[src/rtl/mandelbrot_membership_test_core_defines.svh]
// ----------------------------------------------------------------------------
// Mandelbrot membership test - assertion macros
// Concurrent checks on the core clock, held off while reset is low or checked in reset too.
// ----------------------------------------------------------------------------
`ifndef MANDELBROT_MEMBERSHIP_TEST_CORE_DEFINES_SVH
`define MANDELBROT_MEMBERSHIP_TEST_CORE_DEFINES_SVH

// check a property on the core clock outside reset
`define MBT_ASSERT(lbl, prop, msg) \
  lbl: assert property (@(posedge clk_i) disable iff (!rst_ni) prop) else $error(msg);

// check a property on the core clock, reset included
`define MBT_ASSERT_ALWAYS(lbl, prop, msg) \
  lbl: assert property (@(posedge clk_i) prop) else $error(msg);

`endif

[src/rtl/mbt_pkg.sv]
// ----------------------------------------------------------------------------
// Mandelbrot membership test - package
// Widths, register map and the status group passed between cells and control.
// ----------------------------------------------------------------------------
`timescale 1ns / 1ps

package mbt_pkg;

  localparam int unsigned FracBitsDef = 24;
  localparam int unsigned CWidth      = 32;
  localparam int unsigned IterW       = 10;
  localparam int unsigned CntW        = IterW + 1;
  localparam logic [IterW-1:0] MaxIterRst = 10'd100;

  localparam int unsigned CfgDataW = 32;
  localparam int unsigned CfgAddrW = 3;
  localparam logic [CfgAddrW-3:0] RegMaxIter = 1'b0;

  // z parts stay below 10 in magnitude: four integer bits and a sign
  function automatic int unsigned z_width(int unsigned fb);
    return fb + 5;
  endfunction

  // scaled products stay below 100 in magnitude
  function automatic int unsigned prod_width(int unsigned fb);
    return fb + 9;
  endfunction

  function automatic int unsigned sum_width(int unsigned fb);
    int unsigned pw;
    pw = prod_width(fb);
    return ((pw > CWidth) ? pw : CWidth) + 2;
  endfunction

  typedef struct packed {
    logic esc_sq;
    logic esc_big;
  } upd_flags_t;

endpackage

[src/rtl/mbt_upd_cell.sv]
// ----------------------------------------------------------------------------
// Mandelbrot membership test - update cell
// Holds c and z, forms the next z from the products and flags an escape.
// ----------------------------------------------------------------------------
`timescale 1ns / 1ps

module mbt_upd_cell #(
  parameter  int unsigned FRAC_BITS = mbt_pkg::FracBitsDef,
  localparam int unsigned ZW        = mbt_pkg::z_width(FRAC_BITS),
  localparam int unsigned PW        = mbt_pkg::prod_width(FRAC_BITS),
  localparam int unsigned SW        = mbt_pkg::sum_width(FRAC_BITS)
) (
  input  logic                               clk_i,
  input  logic                               load_i,
  input  logic                               en_i,
  input  logic signed [mbt_pkg::CWidth-1:0]  c_re_i,
  input  logic signed [mbt_pkg::CWidth-1:0]  c_im_i,
  input  logic signed [PW-1:0]               rr_i,
  input  logic signed [PW-1:0]               ii_i,
  input  logic signed [PW-1:0]               ri_i,
  output logic signed [ZW-1:0]               z_re_o,
  output logic signed [ZW-1:0]               z_im_o,
  output mbt_pkg::upd_flags_t                flags_o
);
  import mbt_pkg::*;

  localparam int unsigned MW = PW + 1;
  localparam logic signed [SW-1:0] LimPart = SW'(64'd10 << FRAC_BITS);
  localparam logic signed [SW-1:0] LimNeg  = -LimPart;
  localparam logic [MW-1:0]        LimSq   = MW'(64'd100 << FRAC_BITS);

  logic signed [CWidth-1:0] c_re_q, c_im_q;
  logic signed [ZW-1:0]     z_re_q, z_im_q;
  logic signed [SW-1:0]     rr_x, ii_x, ri_x, cr_x, ci_x;
  logic signed [SW-1:0]     zr_w, zi_w;
  logic [MW-1:0]            mag_sq;

  assign rr_x = {{(SW-PW){rr_i[PW-1]}}, rr_i};
  assign ii_x = {{(SW-PW){ii_i[PW-1]}}, ii_i};
  assign ri_x = {{(SW-PW){ri_i[PW-1]}}, ri_i};
  assign cr_x = {{(SW-CWidth){c_re_q[CWidth-1]}}, c_re_q};
  assign ci_x = {{(SW-CWidth){c_im_q[CWidth-1]}}, c_im_q};

  assign zr_w = rr_x - ii_x + cr_x;
  assign zi_w = (ri_x <<< 1) + ci_x;

  // squares of the current z are nonnegative
  assign mag_sq = {1'b0, rr_i} + {1'b0, ii_i};

  assign flags_o.esc_sq  = (mag_sq >= LimSq);
  assign flags_o.esc_big = (zr_w >= LimPart) || (zr_w <= LimNeg) ||
                           (zi_w >= LimPart) || (zi_w <= LimNeg);

  always_ff @(posedge clk_i) begin
    if (load_i) begin
      c_re_q <= c_re_i;
      c_im_q <= c_im_i;
      z_re_q <= '0;
      z_im_q <= '0;
    end else if (en_i) begin
      z_re_q <= zr_w[ZW-1:0];
      z_im_q <= zi_w[ZW-1:0];
    end
  end

  assign z_re_o = z_re_q;
  assign z_im_o = z_im_q;

endmodule

[config.mk]
export PLATFORM = sky130hd
export DESIGN_NAME = mbt_upd_cell
export DESIGN_NICKNAME = d
export VERILOG_FILES = /design/src/rtl/mandelbrot_membership_test_core_defines.svh /design/src/rtl/mbt_pkg.sv /design/src/rtl/mbt_upd_cell.sv
export SDC_FILE = /design/constraint.sdc
export NUM_CORES = 1
export LEC_CHECK = 0
export ABC_AREA = 0
export ABC_CLOCK_PERIOD_IN_PS = 6100
export BUFFER_PORTS_ARGS = -buffer_cell sky130_fd_sc_hd__buf_2
export CORE_ASPECT_RATIO = 1.2
export CORE_MARGIN = 3
export CORE_UTILIZATION = 50
export CTS_CLUSTER_DIAMETER = 50
export DETAILED_ROUTE_END_ITERATION = 8
export GPL_TIMING_DRIVEN = 0
export PLACE_DENSITY = 0.74
export REMOVE_ABC_BUFFERS = 1
export SLEW_MARGIN = 5
export SYNTH_ARGS = -nofsm -noshare
export SYNTH_HDL_FRONTEND = slang
export SYNTH_SLANG_ARGS = --single-unit
[constraint.sdc]
create_clock -name clk_i -period 6.1 [get_ports clk_i]
set_input_delay 0.61 -clock clk_i [delete_from_list [all_inputs] [get_ports clk_i]]
set_output_delay 0.61 -clock clk_i [all_outputs]
set_load 0.05 [all_outputs]
# Yosys cells after proc, flatten, opt, wreduce, memory -nomap -nowiden
# Index checks and enable logic that the tools add are counted.
# totals
mem_count	0
ramBits	0
mem_bits_ro	0
latch_bits	0
reg_bits	122
output_inout_bits	60
# classes
shifts	0
mul	0
n_div	0
bitwise_logic	0
muxes	0
reduce_logical	3
eq_ne	0
add_sub_neg	4
n_lt_le_gt_ge	5
# op_table
operator	n
adder 34 x 32 -> 35 bit	2
>= comparator 35 x 29 -> 1 bit, second input constant	2
<= comparator 35 x 29 -> 1 bit, second input constant	2
adder 33 x 33 -> 34 bit	1
>= comparator 34 x 31 -> 1 bit, second input constant	1
subtractor 33 x 33 -> 34 bit	1
logical OR 1 bit	3

# Logic depth before layout (Yosys ltp)
# Gate-level depths: netlist of run 1.
# depth
depth_word	6
mapped_depth	16
ltp_nobuf	16

# Worst setup path after synthesis of run 1
# OpenSTA, ideal clock, no wires.
# synth_timing
path_kind	input-to-output
startpoint	in rr_i[1]
endpoint	out flags_o[0] in the netlist's numbering
path_stages	15
t_required_ns	5.490
n_path_buf	0
slack_ns	1.141
arrival_time_ns	4.349
path_cell_list	inv_1 fa_1 inv_1 fa_1 a211oi_2 nor2_1 xor2_1 a2111oi_2 o2111ai_1 a2111oi_2 nand4_1 or4b_1 o41ai_2 nor4_1 o22ai_2
# synth_lines
element	line	source
start, declared	mbt_upd_cell.sv:18	input logic signed [PW-1:0] rr_i,
end, declared	mbt_upd_cell.sv:23	output mbt_pkg::upd_flags_t flags_o

==> metrics, run 1 <==
Req. time, crit path 5490 ps; Post-Synthesis Cells 1246; setup TNS 0 ps; post-synth top area share 0.1754; FMAX 0.1812 GHz; P&R area growth vs syn 16.95%; Max-slew headroom 0.2474; top cells by count, synth inv_1 (201), ha_1 (133), nor2_1 (108), a21oi_1 (102), edfxtp_1 (64); worst vdd ir 0.1961 mV; largest net degree at the start of global routing 94; CTS Buf Count 17; Comb pwr share 0.451; antenna-violating nets left 0; Iteration-0 DRC Markers 363; Fin. Hold Viols 0; Hold/Removal Path Class in2reg; max cap viols 0; post-cts sizing count 0; vias in the first global route 9532; Setup WS pre-CTS 555.2 ps; routability congestion estimate 0.9005; slowest cell delay on critical path 580 ps; Seq pwr share 0.274; CTS clk-pin slew, worst paths 70 ps; CTS tree yes; first-pass GRT wire length 44440 µm; Main synth FF type edfxtp_1; Cell Area, Synth 0.01096 mm²; dpl hpwl 21510 µm; final worst slack 582.2 ps; Crit-path slowest cell or4b_1; CP endpoint kind primary output; share of cells above drive strength 1 0.1956; WL/cell 15.67 µm; synthesized flop and latch total 122; Overall Global Routing Usage 0.2287; Post-synth ARST share 0; post-route minimum period 5518 ps; Vias 9365; element type at the critical path start primary input; CTS root buf clkbuf_16; hold depth 1; Core ar. 0.02126 mm²; period utilization 0.9046; count leader, synth inv_1; drt via density 5.388; Die Span Y 168.2 µm; Leak 6.390 nW; critical path fanouts, max 5; crit path from rr_i[1]; Port Buffers 225; H-tree depth 4; crit-path cells buf_2 -> inv_1 -> fa_1 -> inv_1 -> fa_1 -> a211oi_2 -> nor2_1 -> xor2_1 -> a2111oi_2 -> o2111ai_1 -> a2111oi_2 -> nand4_1 -> or4b_1 -> o41ai_2 -> nor4_1 -> o22ai_2 -> buf_2; Reg2Reg Launch Point c_re_q[15]; largest area contributor in the netlist edfxtp_1; Seq/Total Area, Yosys 0.2814; synth warn 0; Post-Syn Area per Cell 8.793 µm²; switching pwr 1.510 mW; outcome finished, final reports clean; cts-stage hold buffer count 0; slew of the pin with the lowest slew margin 1128 ps; Die ar. 0.02373 mm²; switching share of power 0.4098; setup violators final 0; initial core utilization 0.5152; final max-slew violation count 0; I/O pin count 226; WS Path Type in2out; clock power share 0.275; Clk Latency, worst-skew pair 420 ps; Congestion Overflow GR 0; final net count 1788; HP Start c_re_i[5]; internal power 2.174 mW; EDFF count, synth 64; Layout Skew 12.86 ps; chip width 141.1 µm; PwrDens 287.5 mW/mm²; Cell variety after synth 89; RSZ-0062 raised after global routing no; Post-Route WL 27230 µm; Row Count 58; Worst EP arrival 4910 ps; top post-synthesis cells by area edfxtp_1 (18%), ha_1 (15%), dfxtp_1 (11%); DR pass1 iterations 5; Reg2Reg Depth 13; CTS Buffer Depth 2; antenna violations before repair 1; Sink Count 122; drc violations 0; setup bufs post-CTS 0; reg2reg setup slack 2540 ps
## power groups by stage
stage | clock, mW | sequential, mW | combinational (mW)
2_1_floorplan | 0 | 1.24 | 1.00
3_3_place_gp | 0 | 1.03 | 1.62
3_5_place_dp | 0 | 1.03 | 1.64
4_1_cts | 1.04 | 1.01 | 1.66
5_1_grt | 1.07 | 1.02 | 1.84
6_report | 1.01 | 1.01 | 1.66
## registers in the layout, indices dropped and copies added, names as in the netlist
signal and flops:
c_re_q 32, c_im_q 32, z_re_o 29, z_im_o 29
## path summary, 6_finish.rpt
| kind | to |
|---|---|
| worst max-delay path | flags_o[0] |
| worst min-delay path | c_re_q[5] |
| worst max register to register | z_re_o[28] |
| worst min register to register | z_re_o[5] |
## cell type report
| class | count | area (µm²) |
|---|---|---|
| sequential | 122 | 3083 |
| multi-input combinational | 886 | 6892 |
| tap | 270 | 337.8 |
| clock inverter | 14 | 151.4 |
| timing repair buffer | 226 | 1162 |
| fill | 1865 | 8451 |
| antenna | 1 | 2.502 |
| inverter | 201 | 754.5 |
| clock buffer | 18 | 429.2 |
## kinds of logic after synthesis
| family | synth area share |
|---|---|
| AOI/OAI and AO/OA | 0.1967 |
| and+or+nand+nor | 0.1348 |
| adders and majority gates | 0.2159 |
| xor gates and xnor gates | 0.04877 |
| buffers and inverters | 0.08954 |
| DFF | 0.2814 |
| muxes | 0.03301 |
## per-layer routing
| metal | global-route usage | vias up | part of all wire |
|---|---|---|---|
| li1 | - | 4725 | - |
| met1 | 0.2651 | 4331 | 0.40 |
| met2 | 0.4120 | 252 | 0.51 |
| met3 | 0.05682 | 55 | 0.067 |
| met4 | 0.07206 | 2 | 0.024 |
| met5 | 0 | - | 0.00048 |
## per-stage QoR
stage	cell area [µm²]	utilization	power, mW	hold slack (ps)	instances
CTS	12810	0.6024	3.707	346.8	1737
floorplan	10730	-	2.245	483.0	1209
global placement	12190	0.5734	2.649	450.9	1704
global route	12810	0.6024	3.929	344.7	1737
finish	12810	0.6026	3.684	363.6	1738
detailed placement	12230	0.5751	2.669	459.7	1705
## cells in the final DEF, fill, tap and decap left out, drive strengths merged, types with 7 or more instances in the layout
cell	count
edfxtp	64
o21bai	21
nor2b	16
nand3	19
clkinv	10
and2	7
or3	9
a21oi	105
ha	133
o21ai	48
o211ai	14
a21o	37
a31oi	10
nor3	23
a211oi	17
clkbuf	18
buf	226
nand4	10
inv	202
mux2i	35
and3	7
nor2	109
xnor2	35
nand2	62
xor2	26
nand2b	8
o21a	11
nor4	11
fa	35
dfxtp	58
## critical path: cells and delay by family
family          cells  cell delay, ps
xor+xnor            1             190
buf+inv             4             530
fa+ha+maj           2            1000
compound gates      6            1610
simple gates        4             940
Power figures use the tool's default switching activity.
==> run 2, diff against run 1 <==
--- a/config.mk
+++ b/config.mk
@@ -8,13 +8,13 @@
 export ABC_AREA = 0
 export ABC_CLOCK_PERIOD_IN_PS = 6100
 export BUFFER_PORTS_ARGS = -buffer_cell sky130_fd_sc_hd__buf_2
+export CAP_MARGIN = 20
 export CORE_ASPECT_RATIO = 1.2
 export CORE_MARGIN = 3
-export CORE_UTILIZATION = 50
+export CORE_UTILIZATION = 35
 export CTS_CLUSTER_DIAMETER = 50
 export DETAILED_ROUTE_END_ITERATION = 8
 export GPL_TIMING_DRIVEN = 0
-export PLACE_DENSITY = 0.74
 export REMOVE_ABC_BUFFERS = 1
 export SLEW_MARGIN = 5
 export SYNTH_ARGS = -nofsm -noshare
==> run 2 against run 1 <==
Effect of this change: first-iteration DRC count up 14%; critical endpoint unchanged; cell count up 7.3%; setup slack better by 34 ps; critical path type unchanged; highest routed layer is now met4.
==> metrics, run 2 (synthesis results as in run 1) <==
outcome finished, final reports clean; dpl hpwl 23540 µm (+9.4%); antenna violations before repair 0 (-1); WS Path Type in2out; antenna-violating nets left 0 (unchanged); post-route minimum period 5484 ps (-34.16 ps); reg2reg setup slack 2630 ps (+90 ps); period utilization 0.8990 (-0.005600); max cap viols 0 (unchanged); chip width 167.5 µm (+19%); crit path from rr_i[1]; CTS root buf clkbuf_16; RSZ-0062 raised after global routing no; Clk Latency, worst-skew pair 430 ps (about the same); Iteration-0 DRC Markers 415 (+14%); routability congestion estimate 0.8799 (-2.3%); cts-stage hold buffer count 0 (unchanged); hold depth 1 (unchanged); CTS clk-pin slew, worst paths 60 ps (about the same); met1 wire length 12420 µm (+13%); element type at the critical path start primary input; critical path fanouts, max 5 (unchanged); PwrDens 285.9 mW/mm² (-0.58%); WL/cell 15.73 µm (+0.38%); post-cts sizing count 0 (unchanged); Hold/Removal Path Class in2reg; CP endpoint kind primary output; n_diodes 0 (-1); vias in the first global route 9308 (-2.3%); Post-Route WL 29330 µm (+7.7%); Row Count 70 (+21%); Reg2Reg Launch Point c_re_q[8]; Leak 6.417 nW (+0.43%); Layout Skew 9.250 ps (-3.605 ps); initial core utilization 0.3574 (-0.1579); first-pass GRT wire length 47180 µm (+6.1%); setup violators final 0 (unchanged); Critical path destination flags_o[0]; Die ar. 0.03347 mm² (+41%); P&R area growth vs syn 18.73%; most frequent cells in the layout buf_2 (223), inv_1 (201), ha_1 (133), nor2_1 (108), a21oi_1 (102); H-tree depth 4 (unchanged); Core ar. 0.03065 mm² (+44%); Req. time, crit path 5490 ps (about the same); DR pass1 iterations 8 (+3); highest metal used met4; Overall Global Routing Usage 0.1726 (-0.05610); final net count 1790 (+0.11%); final max-slew violation count 0 (unchanged); Fin. Hold Viols 0 (unchanged); R2R Path End z_re_o[27]; slew of the pin with the lowest slew margin 855.4 ps (-272.3 ps); top flop regs c_im_q: 32 flops, c_re_q: 32 flops; commonest non-fill, non-tap cell in the layout buf_2; Max-slew headroom 0.4297 (+0.1823); met2 WL 15150 µm (+10%); setup TNS 0 ps (unchanged); Vias 9344 (-0.22%); CTS Buffer Depth 2 (unchanged); Congestion Overflow GR 0 (unchanged); Sink Count 122 (unchanged); FMAX 0.1824 GHz (+0.62%); largest net degree at the start of global routing 68 (-28%); Worst EP arrival 4870 ps (-40 ps); I/O pin count 226 (unchanged); drt via density 5.010 (-7.0%); share of cells above drive strength 1 0.1981 (+0.002457); CTS Buf Count 17 (unchanged); drc violations 0 (unchanged); setup bufs post-CTS 0 (unchanged); Reg2Reg Depth 13 (unchanged); met3 routed wirelength 1147 µm (-37%); final worst slack 616.4 ps (+34.16 ps); Setup WS pre-CTS 486.9 ps (-68.22 ps); Port Buffers 225 (unchanged); worst vdd ir 0.1554 mV (-21%); CTS tree yes; Die Span Y 199.8 µm (+19%)
-- run 2: cell count changes in the layout (fill, tap and decap cells not counted), sizes merged --
cell    previous run  this run
diode              1         0
inv              202       206
buf              226       227
clkbuf            18        21
clkinv            10         5
bufinv             2         1
-- run 2: metal layers --
layer	global-route usage	vias up
met5	0	-
li1	-	4733
met4	0.04880	0
met3	0.02758	38
met1	0.2057	4380
met2	0.3226	193
-- run 2: where the power goes --
group	internal, mW	switching (mW)
Combinational	0.606	1.08
Clock	0.610	0.417
Sequential	0.967	0.0425
-- run 2: cell type report --
cell class	count	area, µm²
multi-input combinational	886	6892
inverter	201	754.5
sequential	122	3083
clock buffer	20	478.0
clock inverter	12	110.1
timing repair buffer	228	1195
tap	396	495.5
fill	3064	17650
-- run 2: worst max-delay path, cell delays in order --
cell	delay, ps
buf_2	100
inv_1	80
fa_1	540
inv_1	70
fa_1	470
a211oi_2	350
nor2_1	110
xor2_1	180
a2111oi_2	360
o2111ai_1	210
a2111oi_2	280
nand4_1	130
or4b_1	580
o41ai_2	250
nor4_1	110
o22ai_2	160
buf_2	280
-- run 2: worst min-delay path by stage --
stage	start	end	slack (ps)
2_1_floorplan	c_im_q[0]	z_im_o[0]	480
3_3_place_gp	z_re_o[5]	z_re_o[5]	450
3_5_place_dp	z_re_o[17]	z_re_o[17]	460
4_1_cts	c_re_i[18]	c_re_q[18]	340
5_1_grt	c_re_i[18]	c_re_q[18]	340
6_report	c_re_i[21]	c_re_q[21]	350
-- run 2: stage by stage --
step                total power, mW  cell area (µm²)    util  cells  hold slack, ps
finish                        3.718            13010  0.4243   1865           352.7
global placement              2.695            12350  0.4029   1830           454.8
detailed placement            2.704            12390  0.4041   1831           461.0
CTS                           3.755            12970  0.4233   1863           335.6
floorplan                     2.245            10730       -   1209           483.0
global route                  3.977            13010  0.4243   1865           336.0
